$ cat src/design/ftw_pkg.sv
// ----------------------------------------------------------------------------
// ftw_pkg
// shared types, character codes and the q32 scale table for the frequency
// text to tuning word unit
// ----------------------------------------------------------------------------
package ftw_pkg;

    localparam int MAX_DIGITS = 12;
    localparam longint unsigned MCLK_HZ = 64'd25000000;

    localparam int CHAR_W  = 8;
    localparam int MANT_W  = 40;
    localparam int WORD_W  = 28;
    localparam int DIGIT_W = $clog2(MAX_DIGITS + 1);

    // q32 scale is at most 2^60 for the slowest master clock
    localparam int SCALE_W     = 61;
    localparam int SCALE_BIAS  = MAX_DIGITS;
    localparam int SCALE_COUNT = MAX_DIGITS + 7;
    localparam int SCALE_IDX_W = $clog2(SCALE_COUNT);

    localparam int SUM_W = SCALE_W + 2;

    localparam logic [WORD_W-1:0] WORD_MAX = {WORD_W{1'b1}};

    localparam logic [CHAR_W-1:0] CHAR_ZERO  = 8'h30;
    localparam logic [CHAR_W-1:0] CHAR_NINE  = 8'h39;
    localparam logic [CHAR_W-1:0] CHAR_POINT = 8'h2E;
    localparam logic [CHAR_W-1:0] CHAR_KILO  = 8'h4B;
    localparam logic [CHAR_W-1:0] CHAR_MEGA  = 8'h4D;

    typedef enum logic [1:0] {
        SUFFIX_NONE = 2'd0,
        SUFFIX_KILO = 2'd1,
        SUFFIX_MEGA = 2'd2
    } suffix_t;

    typedef struct packed {
        logic [MANT_W-1:0]  mantissa;
        logic [SCALE_W-1:0] scale;
        logic               syntax_error;
        logic               overflow;
    } ftw_job_t;

    typedef logic [SCALE_W-1:0] scale_tab_t [SCALE_COUNT];

    // entry i holds floor(10^(i-bias) * 2^60 / mclk)
    function automatic scale_tab_t build_scale_table();
        scale_tab_t      tab;
        longint unsigned q;
        longint unsigned r;
        longint unsigned q0;
        longint unsigned r0;
        longint unsigned r10;
        int              k;
        int              i;
        q0 = (64'd1 << 60) / MCLK_HZ;
        r0 = (64'd1 << 60) % MCLK_HZ;
        for (int idx = 0; idx < SCALE_COUNT; idx++)
        begin
            k = idx - SCALE_BIAS;
            q = q0;
            r = r0;
            if (k >= 0)
            begin
                for (i = 0; i < k; i++)
                begin
                    r10 = r * 64'd10;
                    q   = q * 64'd10 + r10 / MCLK_HZ;
                    r   = r10 % MCLK_HZ;
                end
            end
            else
            begin
                for (i = 0; i > k; i--)
                begin
                    q = q / 64'd10;
                end
            end
            tab[idx] = q[SCALE_W-1:0];
        end
        return tab;
    endfunction

    localparam scale_tab_t SCALE_TABLE = build_scale_table();

endpackage

$ cat src/design/ftw_parser.sv
// ----------------------------------------------------------------------------
// ftw_parser
// character input register and number syntax state; on the last character
// hands the mantissa, its q32 scale and the flags to the scaler
// ----------------------------------------------------------------------------
module ftw_parser
    import ftw_pkg::*;
(
    input  logic              clk,
    input  logic              rst_n,
    input  logic              in_valid,
    output logic              in_ready,
    input  logic [CHAR_W-1:0] in_char,
    input  logic              in_last,
    output logic              job_valid,
    input  logic              job_ready,
    output ftw_job_t          job
);

    logic              a_valid_reg;
    logic [CHAR_W-1:0] a_char_reg;
    logic              a_last_reg;

    logic [MANT_W-1:0]  mantissa_reg;
    logic [MANT_W-1:0]  mantissa_next;
    logic [DIGIT_W-1:0] digit_count_reg;
    logic [DIGIT_W-1:0] digit_count_next;
    logic [DIGIT_W-1:0] fraction_digits_reg;
    logic [DIGIT_W-1:0] fraction_digits_next;
    suffix_t            suffix_reg;
    suffix_t            suffix_next;
    logic               after_point_reg;
    logic               after_point_next;
    logic               error_reg;
    logic               error_next;
    logic               overflow_reg;
    logic               overflow_next;

    logic     job_valid_reg;
    ftw_job_t job_reg;

    logic                   fire;
    logic                   job_free;
    logic [CHAR_W-1:0]      char_diff;
    logic [3:0]             digit;
    logic                   is_digit;
    logic                   room;
    logic [MANT_W-1:0]      mant_x10;
    logic [1:0]             suffix_bits;
    logic [SCALE_IDX_W-1:0] scale_idx;

    assign job_free = !job_valid_reg || job_ready;
    assign fire     = a_valid_reg && (!a_last_reg || job_free);
    assign in_ready = !a_valid_reg || fire;

    always_ff @(posedge clk or negedge rst_n)
    begin
        if (!rst_n)
        begin
            a_valid_reg <= 1'b0;
        end
        else if (in_ready)
        begin
            a_valid_reg <= in_valid;
        end
    end

    always_ff @(posedge clk)
    begin
        if (in_ready && in_valid)
        begin
            a_char_reg <= in_char;
            a_last_reg <= in_last;
        end
    end

    assign char_diff = a_char_reg - CHAR_ZERO;
    assign digit     = char_diff[3:0];
    assign is_digit  = (a_char_reg >= CHAR_ZERO) && (a_char_reg <= CHAR_NINE);
    assign room      = digit_count_reg < DIGIT_W'(MAX_DIGITS);
    assign mant_x10  = (mantissa_reg << 3) + (mantissa_reg << 1)
                     + {{(MANT_W-4){1'b0}}, digit};

    always_comb
    begin
        mantissa_next        = mantissa_reg;
        digit_count_next     = digit_count_reg;
        fraction_digits_next = fraction_digits_reg;
        suffix_next          = suffix_reg;
        after_point_next     = after_point_reg;
        error_next           = error_reg;
        overflow_next        = overflow_reg;
        priority if (is_digit)
        begin
            if (!after_point_reg)
            begin
                // leading integer zeros are skipped
                if (mantissa_reg != '0 || digit != '0)
                begin
                    if (room)
                    begin
                        mantissa_next    = mant_x10;
                        digit_count_next = digit_count_reg + 1'b1;
                    end
                    else
                    begin
                        overflow_next = 1'b1;
                    end
                end
            end
            else if (room)
            begin
                mantissa_next        = mant_x10;
                digit_count_next     = digit_count_reg + 1'b1;
                fraction_digits_next = fraction_digits_reg + 1'b1;
            end
        end
        else if (a_char_reg == CHAR_POINT)
        begin
            if (suffix_reg != SUFFIX_NONE || after_point_reg)
            begin
                error_next = 1'b1;
            end
            after_point_next = 1'b1;
        end
        else if (a_char_reg == CHAR_KILO || a_char_reg == CHAR_MEGA)
        begin
            if (suffix_reg != SUFFIX_NONE)
            begin
                error_next = 1'b1;
            end
            suffix_next      = (a_char_reg == CHAR_KILO) ? SUFFIX_KILO : SUFFIX_MEGA;
            after_point_next = 1'b1;
        end
        else
        begin
            error_next = 1'b1;
        end
    end

    // index = 3 * suffix - fraction digits + bias
    assign suffix_bits = suffix_next;
    assign scale_idx   = SCALE_IDX_W'(SCALE_BIAS)
                       + {{(SCALE_IDX_W-2){1'b0}}, suffix_bits}
                       + {{(SCALE_IDX_W-3){1'b0}}, suffix_bits, 1'b0}
                       - {{(SCALE_IDX_W-DIGIT_W){1'b0}}, fraction_digits_next};

    always_ff @(posedge clk or negedge rst_n)
    begin
        if (!rst_n)
        begin
            mantissa_reg        <= '0;
            digit_count_reg     <= '0;
            fraction_digits_reg <= '0;
            suffix_reg          <= SUFFIX_NONE;
            after_point_reg     <= 1'b0;
            error_reg           <= 1'b0;
            overflow_reg        <= 1'b0;
        end
        else if (fire)
        begin
            if (a_last_reg)
            begin
                mantissa_reg        <= '0;
                digit_count_reg     <= '0;
                fraction_digits_reg <= '0;
                suffix_reg          <= SUFFIX_NONE;
                after_point_reg     <= 1'b0;
                error_reg           <= 1'b0;
                overflow_reg        <= 1'b0;
            end
            else
            begin
                mantissa_reg        <= mantissa_next;
                digit_count_reg     <= digit_count_next;
                fraction_digits_reg <= fraction_digits_next;
                suffix_reg          <= suffix_next;
                after_point_reg     <= after_point_next;
                error_reg           <= error_next;
                overflow_reg        <= overflow_next;
            end
        end
    end

    always_ff @(posedge clk or negedge rst_n)
    begin
        if (!rst_n)
        begin
            job_valid_reg <= 1'b0;
        end
        else if (fire && a_last_reg)
        begin
            job_valid_reg <= 1'b1;
        end
        else if (job_ready)
        begin
            job_valid_reg <= 1'b0;
        end
    end

    always_ff @(posedge clk)
    begin
        if (fire && a_last_reg)
        begin
            job_reg.mantissa     <= mantissa_next;
            job_reg.scale        <= SCALE_TABLE[scale_idx];
            job_reg.syntax_error <= error_next;
            job_reg.overflow     <= overflow_next;
        end
    end

    assign job_valid = job_valid_reg;
    assign job       = job_reg;

    assert property (@(posedge clk) disable iff (!rst_n)
        digit_count_reg <= DIGIT_W'(MAX_DIGITS))
        else $error("digit count beyond limit");

    assert property (@(posedge clk) disable iff (!rst_n)
        fraction_digits_reg <= digit_count_reg)
        else $error("more fraction digits than digits");

    assert property (@(posedge clk) disable iff (!rst_n)
        fire && a_last_reg |=> mantissa_reg == '0 && digit_count_reg == '0
                               && !error_reg && !overflow_reg && job_valid_reg)
        else $error("state not cleared after last character");

endmodule

$ cat config.mk
export PLATFORM = sky130hd
export DESIGN_NAME = ftw_parser
export DESIGN_NICKNAME = d
export VERILOG_FILES = /design/src/design/ftw_pkg.sv /design/src/design/ftw_parser.sv
export SDC_FILE = /design/constraint.sdc
export NUM_CORES = 1
export LEC_CHECK = 0
export ABC_AREA = 1
export BUFFER_PORTS_ARGS = -buffer_cell sky130_fd_sc_hd__buf_2
export CAP_MARGIN = 0
export CORE_AREA = 8 8 132 256
export DETAILED_ROUTE_END_ITERATION = 8
export DIE_AREA = 0 0 140 264
export GPL_ROUTABILITY_DRIVEN = 0
export SLEW_MARGIN = 20
export SYNTH_ARGS = -nofsm -noshare
export SYNTH_HDL_FRONTEND = slang
export SYNTH_SLANG_ARGS = --single-unit
$ cat constraint.sdc
create_clock -name clk -period 5.15 [get_ports clk]
set_input_delay 1.03 -clock clk [delete_from_list [all_inputs] [get_ports clk]]
set_output_delay 1.03 -clock clk [all_outputs]
set_load 0.1 [all_outputs]
Yosys cells after proc, flatten, opt, wreduce, memory -nomap -nowiden
Memory sizes are Yosys's and may differ from the RTL's. A register that Yosys moved wholly into a read port is not among the register bits.
Index checks and enable logic that the tools add are counted.
{"block": "totals", "register_bits": 106, "mem_bits_ro": 1952, "inputBits": 13, "wordCells": 89, "mem_count": 1}
{"name": "(name not given)", "depth": 32, "width": 61, "read_ports": 1, "rd_ports_with_merged_regs": 1, "wr": 0, "line_no": "ftw_parser.sv:206", "text": "job_reg.scale <= SCALE_TABLE[scale_idx];"}
{"block": "classes", "add_sub_neg": 8, "magnitude_cmp": 3, "n_eq_ne": 4, "muxes": 36, "bitwise": 1, "n_reduce_logical": 22}
{"cell": "40-bit 2-to-1 mux", "count": 5}
{"cell": "40-bit by 4-bit adder with 40-bit output", "count": 1}
{"cell": "40-bit adder", "count": 1}
{"cell": "40-bit nonzero test", "count": 1}
{"cell": "4-bit 2-to-1 mux", "count": 9}
{"cell": "1-bit 2-to-1 mux", "count": 17}
{"cell": "8-bit by 7-bit == test with 1-bit output (second input constant)", "count": 2}
{"cell": "2-bit 2-to-1 mux", "count": 5}
{"cell": "4-bit by 1-bit adder with 4-bit output (second input constant)", "count": 2}
{"cell": "8-bit by 6-bit == test with 1-bit output (second input constant)", "count": 1}
{"cell": "8-bit by 6-bit >= comparator with 1-bit output (second input constant)", "count": 1}
{"cell": "8-bit by 6-bit <= comparator with 1-bit output (second input constant)", "count": 1}
{"cell": "1-bit logical OR", "count": 6}
{"cell": "5-bit inverter with 6-bit output", "count": 1}
{"cell": "3-bit AND reduction", "count": 2}
{"cell": "2-bit nonzero test", "count": 3}
{"cell": "3-bit nonzero test", "count": 2}
{"cell": "4-bit by 2-bit adder with 5-bit output (first input constant)", "count": 1}
{"cell": "5-bit by 3-bit adder with 5-bit output", "count": 1}
{"cell": "5-bit by 4-bit subtractor with 5-bit output", "count": 1}
{"cell": "1-bit logical AND", "count": 4}
{"cell": "4-bit < comparator (second input constant)", "count": 1}
{"cell": "4-bit nonzero test", "count": 1}
{"cell": "4-bit by 1-bit subtractor with 4-bit output (second input constant)", "count": 1}
{"cell": "other kinds (2)", "count": 4}

Depth between registers and ports, before layout
{"block": "depth", "ltp_word": 9, "mapped_depth": 22}

Least setup slack after synthesis
Ideal clock, no wire load.
{"block": "synth_timing", "path_kind": "in2reg", "startpoint": "in job_ready", "endpoint": "reg job_reg (netlist bit job[0]) (enable)", "setup_time_ns": 0.444, "arrival_time_ns": 3.226, "setup_slack_ns": 1.479, "cell_stages": 6, "n_path_buf": 0, "cell_sequence": "inv_1 nand3_1 nand2_1 inv_1 nand2_1 inv_1"}
{"block": "synth_between", "elab_chain_len": 4}
{"item": "from (decl)", "line_no": "ftw_parser.sv:16", "text": "input logic job_ready,"}
{"item": "1-bit logical OR", "line_no": "ftw_parser.sv:52", "text": "assign job_free = !job_valid_reg || job_ready;"}
{"item": "1-bit logical OR", "line_no": "ftw_parser.sv:53", "text": "assign fire = a_valid_reg && (!a_last_reg || job_free);"}
{"item": "1-bit logical AND", "line_no": "ftw_parser.sv:53"}
{"item": "1-bit logical AND", "line_no": "ftw_parser.sv:203", "text": "if (fire && a_last_reg)"}
{"item": "to (decl)", "line_no": "ftw_parser.sv:40", "text": "ftw_job_t job_reg;"}
No other way between the ends.
A chain may end at the register's enable or synchronous reset.

Worst setup path after layout
{"block": "layout_timing", "startpoint": "reg a_char_reg[4]", "endpoint": "reg, netlist name job[30]"}
{"block": "layout_between", "elab_chain_len": 9}
{"item": "from (decl)", "line_no": "ftw_parser.sv:21", "text": "logic [CHAR_W-1:0] a_char_reg;"}
{"item": "from (signal assigned)", "line_no": "ftw_parser.sv:72", "text": "a_char_reg <= in_char;"}
{"item": "8-bit by 7-bit == test with 1-bit output, on equally long branches", "line_no": "ftw_parser.sv:126, ftw_parser.sv:132"}
{"item": "2-bit 2-to-1 mux / 1-bit logical OR (equally long branches)", "line_no": "ftw_parser.sv:132, ftw_parser.sv:126"}
{"item": "2-bit 2-to-1 mux", "line_no": "ftw_parser.sv:126", "text": "else if (a_char_reg == CHAR_KILO || a_char_reg == CHAR_MEGA)"}
{"item": "2-bit 2-to-1 mux", "line_no": "ftw_parser.sv:118", "text": "else if (a_char_reg == CHAR_POINT)"}
{"item": "2-bit 2-to-1 mux", "line_no": "ftw_parser.sv:93", "text": "priority if (is_digit)"}
{"item": "4-bit by 2-bit adder with 5-bit output", "line_no": "ftw_parser.sv:144", "text": "+ {{(SCALE_IDX_W-2){1'b0}}, suffix_bits}"}
{"item": "5-bit by 3-bit adder with 5-bit output", "line_no": "ftw_parser.sv:145", "text": "+ {{(SCALE_IDX_W-3){1'b0}}, suffix_bits, 1'b0}"}
{"item": "5-bit by 4-bit subtractor with 5-bit output (*)", "line_no": "ftw_parser.sv:146", "text": "- {{(SCALE_IDX_W-DIGIT_W){1'b0}}, fraction_digits_next};"}
{"item": "5-bit inverter with 6-bit output (implied by the code) (*)", "line_no": "ftw_parser.sv:206"}
Mark *: on every way between the ends. The rest lies on a longest branch, timed or not.

==> run_results.csv <==
group,metric,value,unit
outcome,run_status,"finished, final reports clean",
worst_setup_path,critical_path.slowest_cell,"fa_1",
synthesis,synth_ff_type,"edfxtp_1",
synthesis,yosysSeqAreaShare,41.4,%
worst_setup_path,setup.worst_path.end,"job[30]$_DFFE_PP_",
sta,max_freq,245,MHz
cts,clock-sinks,154,
cts,clkTransAtPathRegs,70,ps
worst_setup_path,crit-reg2reg-launch,"a_char_reg[4]$_DFFE_PP_",
worst_setup_path,max_stage_delay,520,ps
worst_hold_path,hold_path_class,"register to register",
synthesis,yosys_reg_bits,154,
worst_setup_path,worstPathMaxFanout,19,
cts,library_cell_used_as_clock_root_buffer,"clkbuf_16",
worst_setup_path,crit_arrival,4270,ps
final_layout,antennaDiodeCount,0,
drt,wl_per_cell,14.8,um
worst_setup_path,criticalPathCategory,"register to register",
cts,cts_resized,0,
drt,finalWirelength,27600,um
placed_design,port_buffers,109,
floorplan,initial_utilization,34.4,%
floorplan,chipHeight,264,um
sta,layout_min_cycle_time,4090,ps
sta,timing.final.crit_share,79.4,%
final_layout,layout.cells.most_common,"nand2_1",
cts,cts_tree,"yes",
pwr,vdd.ir_drop.worst,0.258,mV
final_layout,drive_gt1_share,11.9,%
drt,viasPerCell,4.74,
synthesis,synthesis.yosys.warnings,0,
final_layout,register_area,4350,um^2
flow_run,cap_violations,0,
grt,grt_max_degree,72,
pwr,power.leakage,6.27,nW
cts,clock_insertion_delay_worst_skew,450,ps
sta,max_slew.worst_pin.slew,879,ps
cts,tritoncts.num_buffers,17,
drt,route.detailed.drc,0,
grt,grt_first_pass_wirelength,45100,um
grt,via_count_of_the_first_global_routing_pass,8847,
cts,hold_fix_buffer_count_after_cts,0,
final_layout,areaGrowthSynthToFinish,14.0,%
sta,finalHoldViolCount,0,
placed_design,post-dp-hpwl,21500,um
floorplan,floorplan.die_area,37000,um^2
worst_setup_path,end_kind,"register",
sta,grt_setup_unrepaired,"false",
worst_setup_path,timing.critical_path.from_type,"register",
drt,drt.antenna.violating_nets,0,
sta,timing.final.setup_violations,0,
worst_setup_path,reg2reg_depth,15,
synthesis,ys_async_sr_fraction,35.7,%
grt,gr-usage-all-layers,15.3,%
worst_setup_path,cp_data_required_time,5330,ps
drt,num_vias,8830,
floorplan,core-area,30500,um^2
final_layout,nFillCells,3180,
synthesis,synth_edf_count,99,
cts,cts-htree-levels,4,
floorplan,die-width,140,um
synthesis,postSynthAreaPerCell,7.64,um^2
floorplan,pin_count,118,
synthesis,postSynthCellCount,1374,
worst_setup_path,critical_path.cell_chain,"nor4_1, nand4_1, nand2_1, o21ai_0, fa_1, inv_1, ha_1, inv_1, fa_1, or2_2, nand2_1, buf_4, inv_1, nand2_1, o21ai_0",
grt,number_of_antenna_violations_at_the_first_check_in_global_routing,0,
grt,gr-total-overflow,0,
drt,first_iter_violations,450,
final_layout,final_nets,1580,
cts,post_cts_buffers,0,
floorplan,placementRows,91,
sta,drv_slew,0,
worst_setup_path,ff2ff_setup_slack,1060,ps
final_layout,post-route-util,39.2,%
drt,length_of_the_first_detailed_routing_pass_in_iterations,5,
cts,buffer_depth_of_the_longest_clock_path,2,
synthesis,netlist_area,10500,um^2
final_layout,largest_reg_flops,90,
pwr,power_per_unit_of_standard_cell_area,300,nW/um^2
sta,setup_tns_after_final_layout,0,ps
worst_setup_path,crit-reg2reg-capture,"job[30]$_DFFE_PP_",
synthesis,yosys.cell_types.count,46,
worst_setup_path,timing.critical_path.from,"a_char_reg[4]$_DFFE_PP_",
final_layout,multiInputGateArea,5150,um^2
final_layout,most-common-layout-cells,"nand2_1, inv_1, buf_2, edfxtp_1, nor2_1",
sta,worst_slew_margin_rel,41.4,%
sta,skew,11.9,ps
-- cell usage after synthesis, types with 3 or more instances --
master	number	share of area, %
a21oi_1	36	1.7
nor3_1	14	0.67
and2_1	4	0.24
clkbuf_1	19	0.68
o21ai_1	5	0.24
or2_2	7	0.42
o211ai_1	6	0.43
buf_6	3	0.32
inv_2	4	0.14
xor2_1	4	0.33
nand2_1	472	17
nand2_2	4	0.24
buf_2	5	0.24
nand3_1	77	3.7
edfxtp_1	99	28
ha_1	87	10
inv_1	208	7.4
xnor2_1	20	1.7
fa_1	4	0.76
o21ai_0	71	3.4
nand3b_1	5	0.36
dfrtp_1	55	13
buf_4	13	0.93
nand4_1	18	1.1
nor2_1	97	3.5
a21boi_0	10	0.72
-- through the flow --
step	hold slack [ps]	setup slack, ps	cell area, um^2	power (mW)	std cells
2_1_floorplan	449	1480	10500	2.16	1381
3_3_place_gp	466	1200	11400	2.33	1829
3_5_place_dp	466	1080	11400	2.34	1829
4_1_cts	485	1090	12000	3.62	1861
5_1_grt	528	663	12000	3.73	1861
6_report	483	1060	12000	3.58	1861
-- where the power goes --
part	switching, mW	internal [mW]
clock	0.587	0.692
combinational	0.682	0.162
sequential	0.0450	1.42
total	1.31	2.27
-- worst max-delay path, delay by kind of cell, from the launching register on --
kind / cells / cell delay [ps]
compound gates: 2 / 340
buf+inv: 4 / 560
flops: 1 / 450
simple gates: 6 / 1430
fa+ha+maj: 3 / 1050
-- worst min-delay path by stage --
stage	start	endpoint	slack (ps)	cells past startpoint
CTS	mantissa_reg[39]$_DFFE_PN0P_	mantissa_reg[39]$_DFFE_PN0P_	480	2
floorplan	mantissa_reg[39]$_DFFE_PN0P_	mantissa_reg[39]$_DFFE_PN0P_	450	2
global placement	mantissa_reg[39]$_DFFE_PN0P_	mantissa_reg[39]$_DFFE_PN0P_	470	2
detailed placement	mantissa_reg[39]$_DFFE_PN0P_	mantissa_reg[39]$_DFFE_PN0P_	470	2
global route	rst_n	mantissa_reg[16]$_DFFE_PN0P_	530	1
finish	mantissa_reg[39]$_DFFE_PN0P_	mantissa_reg[39]$_DFFE_PN0P_	480	2
-- final cells by class --
cell class | instances | share of cell area, %
multi-input cells | 974 | 43.0
flip-flops and latches | 154 | 36.4
inverters | 213 | 6.71
repair buffers | 116 | 5.00
well taps | 372 | 3.89
clock buffers | 17 | 3.56
clock inverters | 15 | 1.45
-- layer usage --
| metal | up-vias | global-route usage [%] | part of all wire (%) |
|---|---|---|---|
| li1 | 4596 | - | - |
| met2 | 192 | 26.2 | 48 |
| met1 | 3995 | 18.2 | 44 |
| met5 | - | 0 | 0 |
| met4 | 0 | 6.38 | 2.8 |
| met3 | 47 | 3.27 | 4.8 |
-- cell families after synthesis --
group                      after synthesis  synth area share (%)
buffers and inverters                  253                  9.80
other                                    1                0.0357
xor gates and xnor gates                24                  2.00
DFF                                    154                  41.4
adders and majority gates               91                  11.1
AOI/OAI and AO/OA                      140                  7.34
and+or+nand+nor                        711                  28.3
(Power assumes the default switching activity.)
